[config.mk]
export PLATFORM = sky130hd
export DESIGN_NAME = tls_sni_locator_core
export DESIGN_NICKNAME = d
export VERILOG_FILES = /design/src/tsni_pkg.sv /design/src/tsni_in_stage.sv /design/src/tsni_parser.sv /design/src/tsni_out_reg.sv /design/src/tls_sni_locator_core.sv
export SDC_FILE = /design/constraint.sdc
export NUM_CORES = 1
export LEC_CHECK = 0
export ABC_CLOCK_PERIOD_IN_PS = 5300
export BUFFER_PORTS_ARGS = -buffer_cell sky130_fd_sc_hd__clkbuf_2
export CORE_MARGIN = 2
export CORE_UTILIZATION = 30
export DETAILED_ROUTE_END_ITERATION = 16
export PLACE_DENSITY = 0.54
export SLEW_MARGIN = 30
export SYNTH_ARGS = -nofsm -noshare
export SYNTH_HDL_FRONTEND = slang
export SYNTH_HIERARCHICAL = 1
export SYNTH_SLANG_ARGS = --single-unit
[constraint.sdc]
create_clock -name i_clk -period 5.3 [get_ports i_clk]
set_clock_uncertainty 0.2 [all_clocks]
set_input_delay 1.06 -clock i_clk [delete_from_list [all_inputs] [get_ports i_clk]]
set_output_delay 1.06 -clock i_clk [all_outputs]
set_load 0.01 [all_outputs]
[src/tsni_pkg.sv]
// Package for the TLS server name locator: parse phase type, header
// constants and the result word shared by the parser and the output stage.
// No dependencies.
`default_nettype none

package tsni_pkg;

    // Parse phases of the ClientHello walk
    typedef enum logic [3:0] {
        PH_REC_TYPE   = 4'd0,
        PH_HELLO_TYPE = 4'd1,
        PH_SID_LEN    = 4'd2,
        PH_CS_HI      = 4'd3,
        PH_CS_LO      = 4'd4,
        PH_CM_LEN     = 4'd5,
        PH_EXTS_LEN   = 4'd6,
        PH_EXT_T0     = 4'd7,
        PH_EXT_T1     = 4'd8,
        PH_EXT_L0     = 4'd9,
        PH_EXT_L1     = 4'd10,
        PH_NAME_LEN   = 4'd11,
        PH_NAME_FIRST = 4'd12,
        PH_DONE       = 4'd13
    } t_phase;

    // Type bytes that must be present
    localparam logic [7:0] REC_TYPE_HANDSHAKE = 8'h16;
    localparam logic [7:0] HS_TYPE_CLIENT_HELLO = 8'h01;
    localparam logic [7:0] EXT_TYPE_BYTE_SNI = 8'h00;

    // Fixed skip counts loaded by the parse phases
    localparam logic [15:0] REC_HDR_SKIP = 16'd4;
    localparam logic [15:0] HELLO_FIXED_SKIP = 16'd37;
    localparam logic [15:0] EXTS_LEN_SKIP = 16'd1;
    localparam logic [15:0] SNI_HDR_SKIP = 16'd4;

    // One result word
    typedef struct packed {
        logic        found;
        logic [15:0] name_start;
        logic [15:0] name_end;
    } t_result;

endpackage

`default_nettype wire

[src/tsni_in_stage.sv]
// Input register of the TLS server name locator: holds one payload byte and
// its last flag until the parser takes it. Depends on nothing.
`default_nettype none

module tsni_in_stage (
    input  wire logic       i_clk,
    input  wire logic       i_rst_n,
    input  wire logic       i_in_valid,
    output logic            o_in_ready,
    input  wire logic [7:0] i_payload_byte,
    input  wire logic       i_last_byte,
    input  wire logic       i_take,
    output logic            o_held_valid,
    output logic [7:0]      o_held_byte,
    output logic            o_held_last
);

    logic       r_valid;
    logic [7:0] r_byte;
    logic       r_last;
    logic       s_accept;

    // Room when empty or when the held word leaves this cycle
    assign o_in_ready = !r_valid || i_take;
    assign s_accept   = i_in_valid && o_in_ready;

    // Track occupancy
    always_ff @(posedge i_clk) begin
        if (!i_rst_n) begin
            r_valid <= 1'b0;
        end else if (s_accept) begin
            r_valid <= 1'b1;
        end else if (i_take) begin
            r_valid <= 1'b0;
        end
    end

    // Capture the payload word
    always_ff @(posedge i_clk) begin
        if (s_accept) begin
            r_byte <= i_payload_byte;
            r_last <= i_last_byte;
        end
    end

    assign o_held_valid = r_valid;
    assign o_held_byte  = r_byte;
    assign o_held_last  = r_last;

endmodule

`default_nettype wire

[src/tsni_parser.sv]
// ClientHello parser: phase machine, skip counter and byte offset, and the
// result word formed at the last byte. Depends on tsni_pkg.
`default_nettype none

module tsni_parser #(
    parameter int OFFSET_BITS = 16
) (
    input  wire logic       i_clk,
    input  wire logic       i_rst_n,
    input  wire logic       i_step,
    input  wire logic [7:0] i_byte,
    input  wire logic       i_last,
    output tsni_pkg::t_result o_result
);

    localparam logic [OFFSET_BITS-1:0] OffsetMax = '1;
    localparam logic [OFFSET_BITS-1:0] OffsetOne = OFFSET_BITS'(1);
    localparam int WideBits = (OFFSET_BITS > 16) ? OFFSET_BITS : 16;

    tsni_pkg::t_phase r_phase, n_phase, s_phase;
    logic [OFFSET_BITS-1:0] r_offset, n_offset, s_offset;
    logic [15:0]            r_count, n_count, s_count;
    logic [7:0]             r_len_hi, n_len_hi, s_len_hi;
    logic                   r_type_zero, n_type_zero, s_type_zero;
    logic                   r_failed, n_failed, s_failed;
    logic                   r_found, n_found, s_found;
    logic [OFFSET_BITS-1:0] r_name_off, n_name_off, s_name_off;
    logic [OFFSET_BITS:0]   r_end_full, n_end_full, s_end_full;

    logic [OFFSET_BITS:0]   s_len_full;
    logic [OFFSET_BITS-1:0] s_end_sel;
    logic [WideBits-1:0]    s_start_wide;
    logic [WideBits-1:0]    s_end_wide;

    // Parse one byte: next phase, counters and name fields
    always_comb begin
        s_phase     = r_phase;
        s_offset    = r_offset;
        s_count     = r_count;
        s_len_hi    = r_len_hi;
        s_type_zero = r_type_zero;
        s_failed    = r_failed;
        s_found     = r_found;
        s_name_off  = r_name_off;
        s_end_full  = r_end_full;
        if (i_step) begin
            if (r_offset == OffsetMax) begin
                s_failed = 1'b1;
            end
            if (!s_failed && r_phase != tsni_pkg::PH_DONE) begin
                if (r_count != 16'd0) begin
                    s_count = r_count - 16'd1;
                end else begin
                    unique case (r_phase)
                        tsni_pkg::PH_REC_TYPE: begin
                            if (i_byte != tsni_pkg::REC_TYPE_HANDSHAKE) begin
                                s_failed = 1'b1;
                            end else begin
                                s_count = tsni_pkg::REC_HDR_SKIP;
                                s_phase = tsni_pkg::PH_HELLO_TYPE;
                            end
                        end
                        tsni_pkg::PH_HELLO_TYPE: begin
                            if (i_byte != tsni_pkg::HS_TYPE_CLIENT_HELLO) begin
                                s_failed = 1'b1;
                            end else begin
                                s_count = tsni_pkg::HELLO_FIXED_SKIP;
                                s_phase = tsni_pkg::PH_SID_LEN;
                            end
                        end
                        tsni_pkg::PH_SID_LEN: begin
                            s_count = {8'd0, i_byte};
                            s_phase = tsni_pkg::PH_CS_HI;
                        end
                        tsni_pkg::PH_CS_HI: begin
                            s_len_hi = i_byte;
                            s_phase  = tsni_pkg::PH_CS_LO;
                        end
                        tsni_pkg::PH_CS_LO: begin
                            s_count = {r_len_hi, i_byte};
                            s_phase = tsni_pkg::PH_CM_LEN;
                        end
                        tsni_pkg::PH_CM_LEN: begin
                            s_count = {8'd0, i_byte};
                            s_phase = tsni_pkg::PH_EXTS_LEN;
                        end
                        tsni_pkg::PH_EXTS_LEN: begin
                            s_count = tsni_pkg::EXTS_LEN_SKIP;
                            s_phase = tsni_pkg::PH_EXT_T0;
                        end
                        tsni_pkg::PH_EXT_T0: begin
                            s_type_zero = (i_byte == tsni_pkg::EXT_TYPE_BYTE_SNI);
                            s_phase     = tsni_pkg::PH_EXT_T1;
                        end
                        tsni_pkg::PH_EXT_T1: begin
                            s_type_zero = r_type_zero &&
                                          (i_byte == tsni_pkg::EXT_TYPE_BYTE_SNI);
                            s_phase     = tsni_pkg::PH_EXT_L0;
                        end
                        tsni_pkg::PH_EXT_L0: begin
                            s_len_hi = i_byte;
                            s_phase  = tsni_pkg::PH_EXT_L1;
                        end
                        tsni_pkg::PH_EXT_L1: begin
                            if (r_type_zero) begin
                                s_count = tsni_pkg::SNI_HDR_SKIP;
                                s_phase = tsni_pkg::PH_NAME_LEN;
                            end else begin
                                s_count = {r_len_hi, i_byte};
                                s_phase = tsni_pkg::PH_EXT_T0;
                            end
                        end
                        tsni_pkg::PH_NAME_LEN: begin
                            if (i_byte == 8'd0) begin
                                s_failed = 1'b1;
                            end else begin
                                // Name starts after this byte; keep its
                                // unclamped last offset for the end clamp
                                s_name_off = r_offset + OffsetOne;
                                s_end_full = {1'b0, r_offset} +
                                             {{(OFFSET_BITS - 7){1'b0}}, i_byte};
                                s_phase    = tsni_pkg::PH_NAME_FIRST;
                            end
                        end
                        tsni_pkg::PH_NAME_FIRST: begin
                            s_found = 1'b1;
                            s_phase = tsni_pkg::PH_DONE;
                        end
                        default: begin
                            s_phase = tsni_pkg::PH_DONE;
                        end
                    endcase
                end
            end
            // Advance the offset, saturating at the top
            if (r_offset != OffsetMax) begin
                s_offset = r_offset + OffsetOne;
            end
        end
    end

    // Start over after the last byte of a payload
    always_comb begin
        n_phase     = s_phase;
        n_offset    = s_offset;
        n_count     = s_count;
        n_len_hi    = s_len_hi;
        n_type_zero = s_type_zero;
        n_failed    = s_failed;
        n_found     = s_found;
        n_name_off  = s_name_off;
        n_end_full  = s_end_full;
        if (i_step && i_last) begin
            n_phase     = tsni_pkg::PH_REC_TYPE;
            n_offset    = '0;
            n_count     = 16'd0;
            n_len_hi    = 8'd0;
            n_type_zero = 1'b0;
            n_failed    = 1'b0;
            n_found     = 1'b0;
            n_name_off  = '0;
            n_end_full  = '0;
        end
    end

    // Form the result: clamp the name end to the payload length
    always_comb begin
        s_len_full = {1'b0, r_offset} + {{OFFSET_BITS{1'b0}}, 1'b1};
        s_end_sel  = (r_end_full > s_len_full) ? s_len_full[OFFSET_BITS-1:0]
                                               : r_end_full[OFFSET_BITS-1:0];
        s_start_wide = WideBits'(r_name_off);
        s_end_wide   = WideBits'(s_end_sel);
        o_result.found      = s_found && !s_failed;
        o_result.name_start = o_result.found ? s_start_wide[15:0] : 16'd0;
        o_result.name_end   = o_result.found ? s_end_wide[15:0] : 16'd0;
    end

    // Parser state
    always_ff @(posedge i_clk) begin
        if (!i_rst_n) begin
            r_phase     <= tsni_pkg::PH_REC_TYPE;
            r_offset    <= '0;
            r_count     <= 16'd0;
            r_len_hi    <= 8'd0;
            r_type_zero <= 1'b0;
            r_failed    <= 1'b0;
            r_found     <= 1'b0;
            r_name_off  <= '0;
            r_end_full  <= '0;
        end else begin
            r_phase     <= n_phase;
            r_offset    <= n_offset;
            r_count     <= n_count;
            r_len_hi    <= n_len_hi;
            r_type_zero <= n_type_zero;
            r_failed    <= n_failed;
            r_found     <= n_found;
            r_name_off  <= n_name_off;
            r_end_full  <= n_end_full;
        end
    end

endmodule

`default_nettype wire

[src/tsni_out_reg.sv]
// Result register of the TLS server name locator: holds one result word
// until the consumer takes it. Depends on tsni_pkg.
`default_nettype none

module tsni_out_reg (
    input  wire logic              i_clk,
    input  wire logic              i_rst_n,
    input  wire logic              i_load,
    input  wire tsni_pkg::t_result i_result,
    output logic                   o_free,
    output logic                   o_out_valid,
    input  wire logic              i_out_ready,
    output tsni_pkg::t_result      o_result
);

    logic              r_valid;
    tsni_pkg::t_result r_result;

    // Free when empty or being drained this cycle
    assign o_free = !r_valid || i_out_ready;

    // Track occupancy
    always_ff @(posedge i_clk) begin
        if (!i_rst_n) begin
            r_valid <= 1'b0;
        end else if (i_load) begin
            r_valid <= 1'b1;
        end else if (i_out_ready) begin
            r_valid <= 1'b0;
        end
    end

    // Capture the result word
    always_ff @(posedge i_clk) begin
        if (i_load) begin
            r_result <= i_result;
        end
    end

    assign o_out_valid = r_valid;
    assign o_result    = r_result;

endmodule

`default_nettype wire

[src/tls_sni_locator_core.sv]
// TLS server name locator, top level: input register, parser, result
// register. Depends on tsni_pkg, tsni_in_stage, tsni_parser, tsni_out_reg.
//
// Feed the transport payload one byte per word with i_last_byte on the final
// byte; one result word (found, name start offset, clamped name end offset)
// comes out per payload. The block takes one byte every cycle unless a last
// byte waits: each byte passes the input register, and the parser updates its
// phase and counters as the byte leaves it, loading the result word into the
// result register at that same edge. Only a last byte waits, held in the input
// register, while the result register is still full; other bytes keep flowing.
// Offsets count from zero at the first payload byte; payloads of 2^OFFSET_BITS
// bytes or more report not found.
`default_nettype none

module tls_sni_locator_core #(
    parameter int OFFSET_BITS = 16
) (
    input  wire logic        i_clk,
    input  wire logic        i_rst_n,
    input  wire logic        i_in_valid,
    output logic             o_in_ready,
    input  wire logic [7:0]  i_payload_byte,
    input  wire logic        i_last_byte,
    output logic             o_out_valid,
    input  wire logic        i_out_ready,
    output logic             o_found,
    output logic [15:0]      o_name_start,
    output logic [15:0]      o_name_end
);

    logic              s_held_valid;
    logic [7:0]        s_held_byte;
    logic              s_held_last;
    logic              s_step;
    logic              s_out_free;
    tsni_pkg::t_result s_result;
    tsni_pkg::t_result s_out_result;

    // Step a held byte unless it is a last byte facing a full result register
    assign s_step = s_held_valid && (!s_held_last || s_out_free);

    tsni_in_stage u_in_stage (
        .i_clk          (i_clk),
        .i_rst_n        (i_rst_n),
        .i_in_valid     (i_in_valid),
        .o_in_ready     (o_in_ready),
        .i_payload_byte (i_payload_byte),
        .i_last_byte    (i_last_byte),
        .i_take         (s_step),
        .o_held_valid   (s_held_valid),
        .o_held_byte    (s_held_byte),
        .o_held_last    (s_held_last)
    );

    tsni_parser #(
        .OFFSET_BITS (OFFSET_BITS)
    ) u_parser (
        .i_clk    (i_clk),
        .i_rst_n  (i_rst_n),
        .i_step   (s_step),
        .i_byte   (s_held_byte),
        .i_last   (s_held_last),
        .o_result (s_result)
    );

    tsni_out_reg u_out_reg (
        .i_clk       (i_clk),
        .i_rst_n     (i_rst_n),
        .i_load      (s_step && s_held_last),
        .i_result    (s_result),
        .o_free      (s_out_free),
        .o_out_valid (o_out_valid),
        .i_out_ready (i_out_ready),
        .o_result    (s_out_result)
    );

    assign o_found      = s_out_result.found;
    assign o_name_start = s_out_result.name_start;
    assign o_name_end   = s_out_result.name_end;

endmodule

`default_nettype wire

==> impl_metrics.csv <==
group,metric,value,unit
setup_path,cp.arrival,4.04,ns
floorplanning,rows,55,
layout,area.growth.synth_to_final,15.8,%
floorplanning,core_area,22400,sq um
setup_path,r2r_start,"u_parser/r_offset[8]",
synthesis,synth_edf_count,42,
floorplanning,dieHeight,154,um
clocking,cts_resized,0,
synthesis,ys_ff_latch,124,
clocking,cts_tree,"yes",
floorplanning,initial_core_util,30.2,%
synthesis,yosys_most_used_dff,"dfxtp_1",
synthesis,netlist_area,6780,sq um
synthesis,avgSynthCellArea,9.11,sq um
route,first_iter_violations,364,
route,vias_per_cell,4.96,
clocking,clock_latency,0.42,ns
layout,final_cell_mix,"nor2_1, dfxtp_1, nand2_1",
clocking,hold_buffers,0,
timing,hold_viol,0,
outcome,status,"finished clean",
clocking,post_cts_buffers,0,
clocking,cts_buffers,17,
grt,grtUsageTotal,14.1,%
clocking,path_clk_slew,0.06,ns
timing,rsz0062_at_grt,"false",
route,drc,0,
floorplanning,io_pins,48,
clocking,clkSinkCount,124,
grt,antenna_found_initial,0,
grt,grt_pass1_wl,27.0,mm
grt,grt_overflow,0,
timing,period_needed,4.09,ns
layout,nNetsFinal,815,
timing,worst-slew-pin-transition,0.878,ns
timing,fmax,245,MHz
placed_design,io_buffers,47,
floorplanning,die_area,23800,sq um
route,finalWirelength,16.3,mm
setup_path,crit_start,"u_parser/r_offset[8]",
setup_path,critPathMaxFanout,16,
worst_hold_path,hold_path_class,"register to register",
grt,grt_pass1_vias,5168,
layout,antenna_cells_inserted,0,
clocking,clockRootBuffer,"clkbuf_16",
power_and_ir_drop,power,2930,uW
timing,slew_viol_final,0,
timing,relSlewSlack,41.4,%
synthesis,ys_seq_area_share,42.8,%
power_and_ir_drop,total_leakage_power,0.00280,uW
placed_design,dpl.hpwl,11.6,mm
layout,layout-drive-gt1-share,14.3,%
timing,setup_tns,0,ns
placed_design,globalplace.congestion,0.811,
timing,fin_crit_sh,77.1,%
synthesis,synth.distinct_cells,73,
power_and_ir_drop,p_per_area,373,nW/um^2
clocking,cts_max_level,4,
synthesis,syn_inst,744,
setup_path,path_class,"register to register",
synthesis,syn_nets,784,
synthesis,ys_warn_count,6,
layout,final_common_cell,"nor2_1",
setup_path,worstPathRequired,5.26,ns
route,post_drt_wl_per_cell,15.2,um
route,dr.pass1.iters,5,
route,ant_nets,0,
route,vias,5323,
floorplanning,die_w,154,um
synthesis,ys_top_cells_by_area,"dfxtp_1, edfxtp_1, ha_1",
timing,setup_viol,0,
setup_path,worstSetupEndpointType,"register",
worst_hold_path,min_from,"u_parser/r_count[14]",
power_and_ir_drop,ir_worst_vdd,230,uV
synthesis,synth_top_cell_by_area,"dfxtp_1",
synthesis,synthArstFlopShare,0,%
synthesis,synth_top_area_share,24.2,%
clocking,clockBufferDepth,2,
setup_path,cp-start-kind,"register",
grt,grt_max_degree,75,
flow_run,max_cap_violations,0,
==> cell usage after synthesis (5+ instances only) <==
master    count
nor2_1       84
dfxtp_1      82
nand2_1      78
a21oi_1      48
edfxtp_1     42
o21ai_0      38
ha_1         26
mux2i_1      26
a211oi_1     24
nand3_1      24
clkbuf_1     23
xnor2_1      23
and2_1       20
or3_1        20
inv_1        19
xor2_1       19
buf_2        15
and3_1       10
nor3_1       10
nand4_1       8
nor2b_1       7
a31oi_1       6
a21o_1        5
o31ai_1       5
o41ai_1       5
==> per-layer routing <==
metal  vias to the layer above  share of wire (%)  track usage, %
met3                        19                4.1            3.19
met5                         -                  0               0
li1                       2745                  -               -
met2                       111                 45            22.2
met4                         0                1.7            4.67
met1                      2448                 50            19.1
==> cells by family (layout without fill, tap and decap cells) <==
kind of cell	count (synthesis)	in the layout	synth area share (%)
multiplexers	26	26	3.84
adder cells (fa/ha/maj)	28	28	5.24
AO/OA/AOI/OAI	161	161	15.3
XOR/XNOR	42	42	5.42
AND/OR/NAND/NOR	302	302	23.4
buffers and inverters	61	105	3.99
flip-flops	124	124	42.8
==> registers in the layout, indices dropped and copies added, names as in the netlist <==
register and count:
u_parser/r_failed 1, u_out_reg/o_result 33, u_out_reg/o_out_valid 1, u_parser/r_offset 16
u_in_stage/o_held_last 1, u_parser/r_count 16, u_parser/r_type_zero 1, u_parser/r_end_full 17
u_in_stage/o_held_byte 8, u_in_stage/o_held_valid 1, u_parser/r_len_hi 8, u_parser/r_phase 4
u_parser/r_name_off 16, u_parser/r_found 1
==> path summary, 6_finish.rpt <==
check / endpoint / slack [ns] / depth (start not counted)
max: u_out_reg/o_result[15] / 1.21 / 13
min: u_parser/r_count[14] / 0.27 / 2
max reg2reg: u_out_reg/o_result[15] / 1.21 / 13
min reg2reg: u_parser/r_count[14] / 0.27 / 2
==> report_power, final <==
group,total (uW),switching [uW],internal (uW)
clock,1230,475,757
combinational,635,427,208
sequential,1060,34.2,1030
total,2930,936,1990
==> critical path: stages (launching register included) <==
cell,delay (ns)
dfxtp_1,0.58
nand4_1,0.40
nor4_4,0.60
nor2b_1,0.27
xnor2_1,0.24
ha_1,0.34
a21oi_1,0.14
nor2b_1,0.05
o21ai_0,0.16
o211ai_1,0.15
mux2i_1,0.26
nor3_4,0.06
buf_4,0.22
mux2i_1,0.16
==> through the flow <==
stage	setup slack, ns	hold slack [ns]	instances	area [sq um]	utilization [%]
after floorplan	1.80	0.232	744	6780	-
after global placement	1.21	0.261	1041	7230	32.2
after detailed placement	1.18	0.263	1041	7230	32.2
after CTS	1.17	0.273	1073	7860	35.0
after global routing	0.951	0.287	1073	7860	35.0
final	1.21	0.274	1073	7860	35.0
==> cell type report <==
class                   instances  area (sq um)
inverters                      19          71.3
repair buffers                 54           288
flip-flops and latches        124          2900
clock inverters                15           195
well taps                     285           357
clock buffers                  17           425
multi-input cells             559          3620
fillers                      2323         14600
Power figures use the tool's default switching activity.
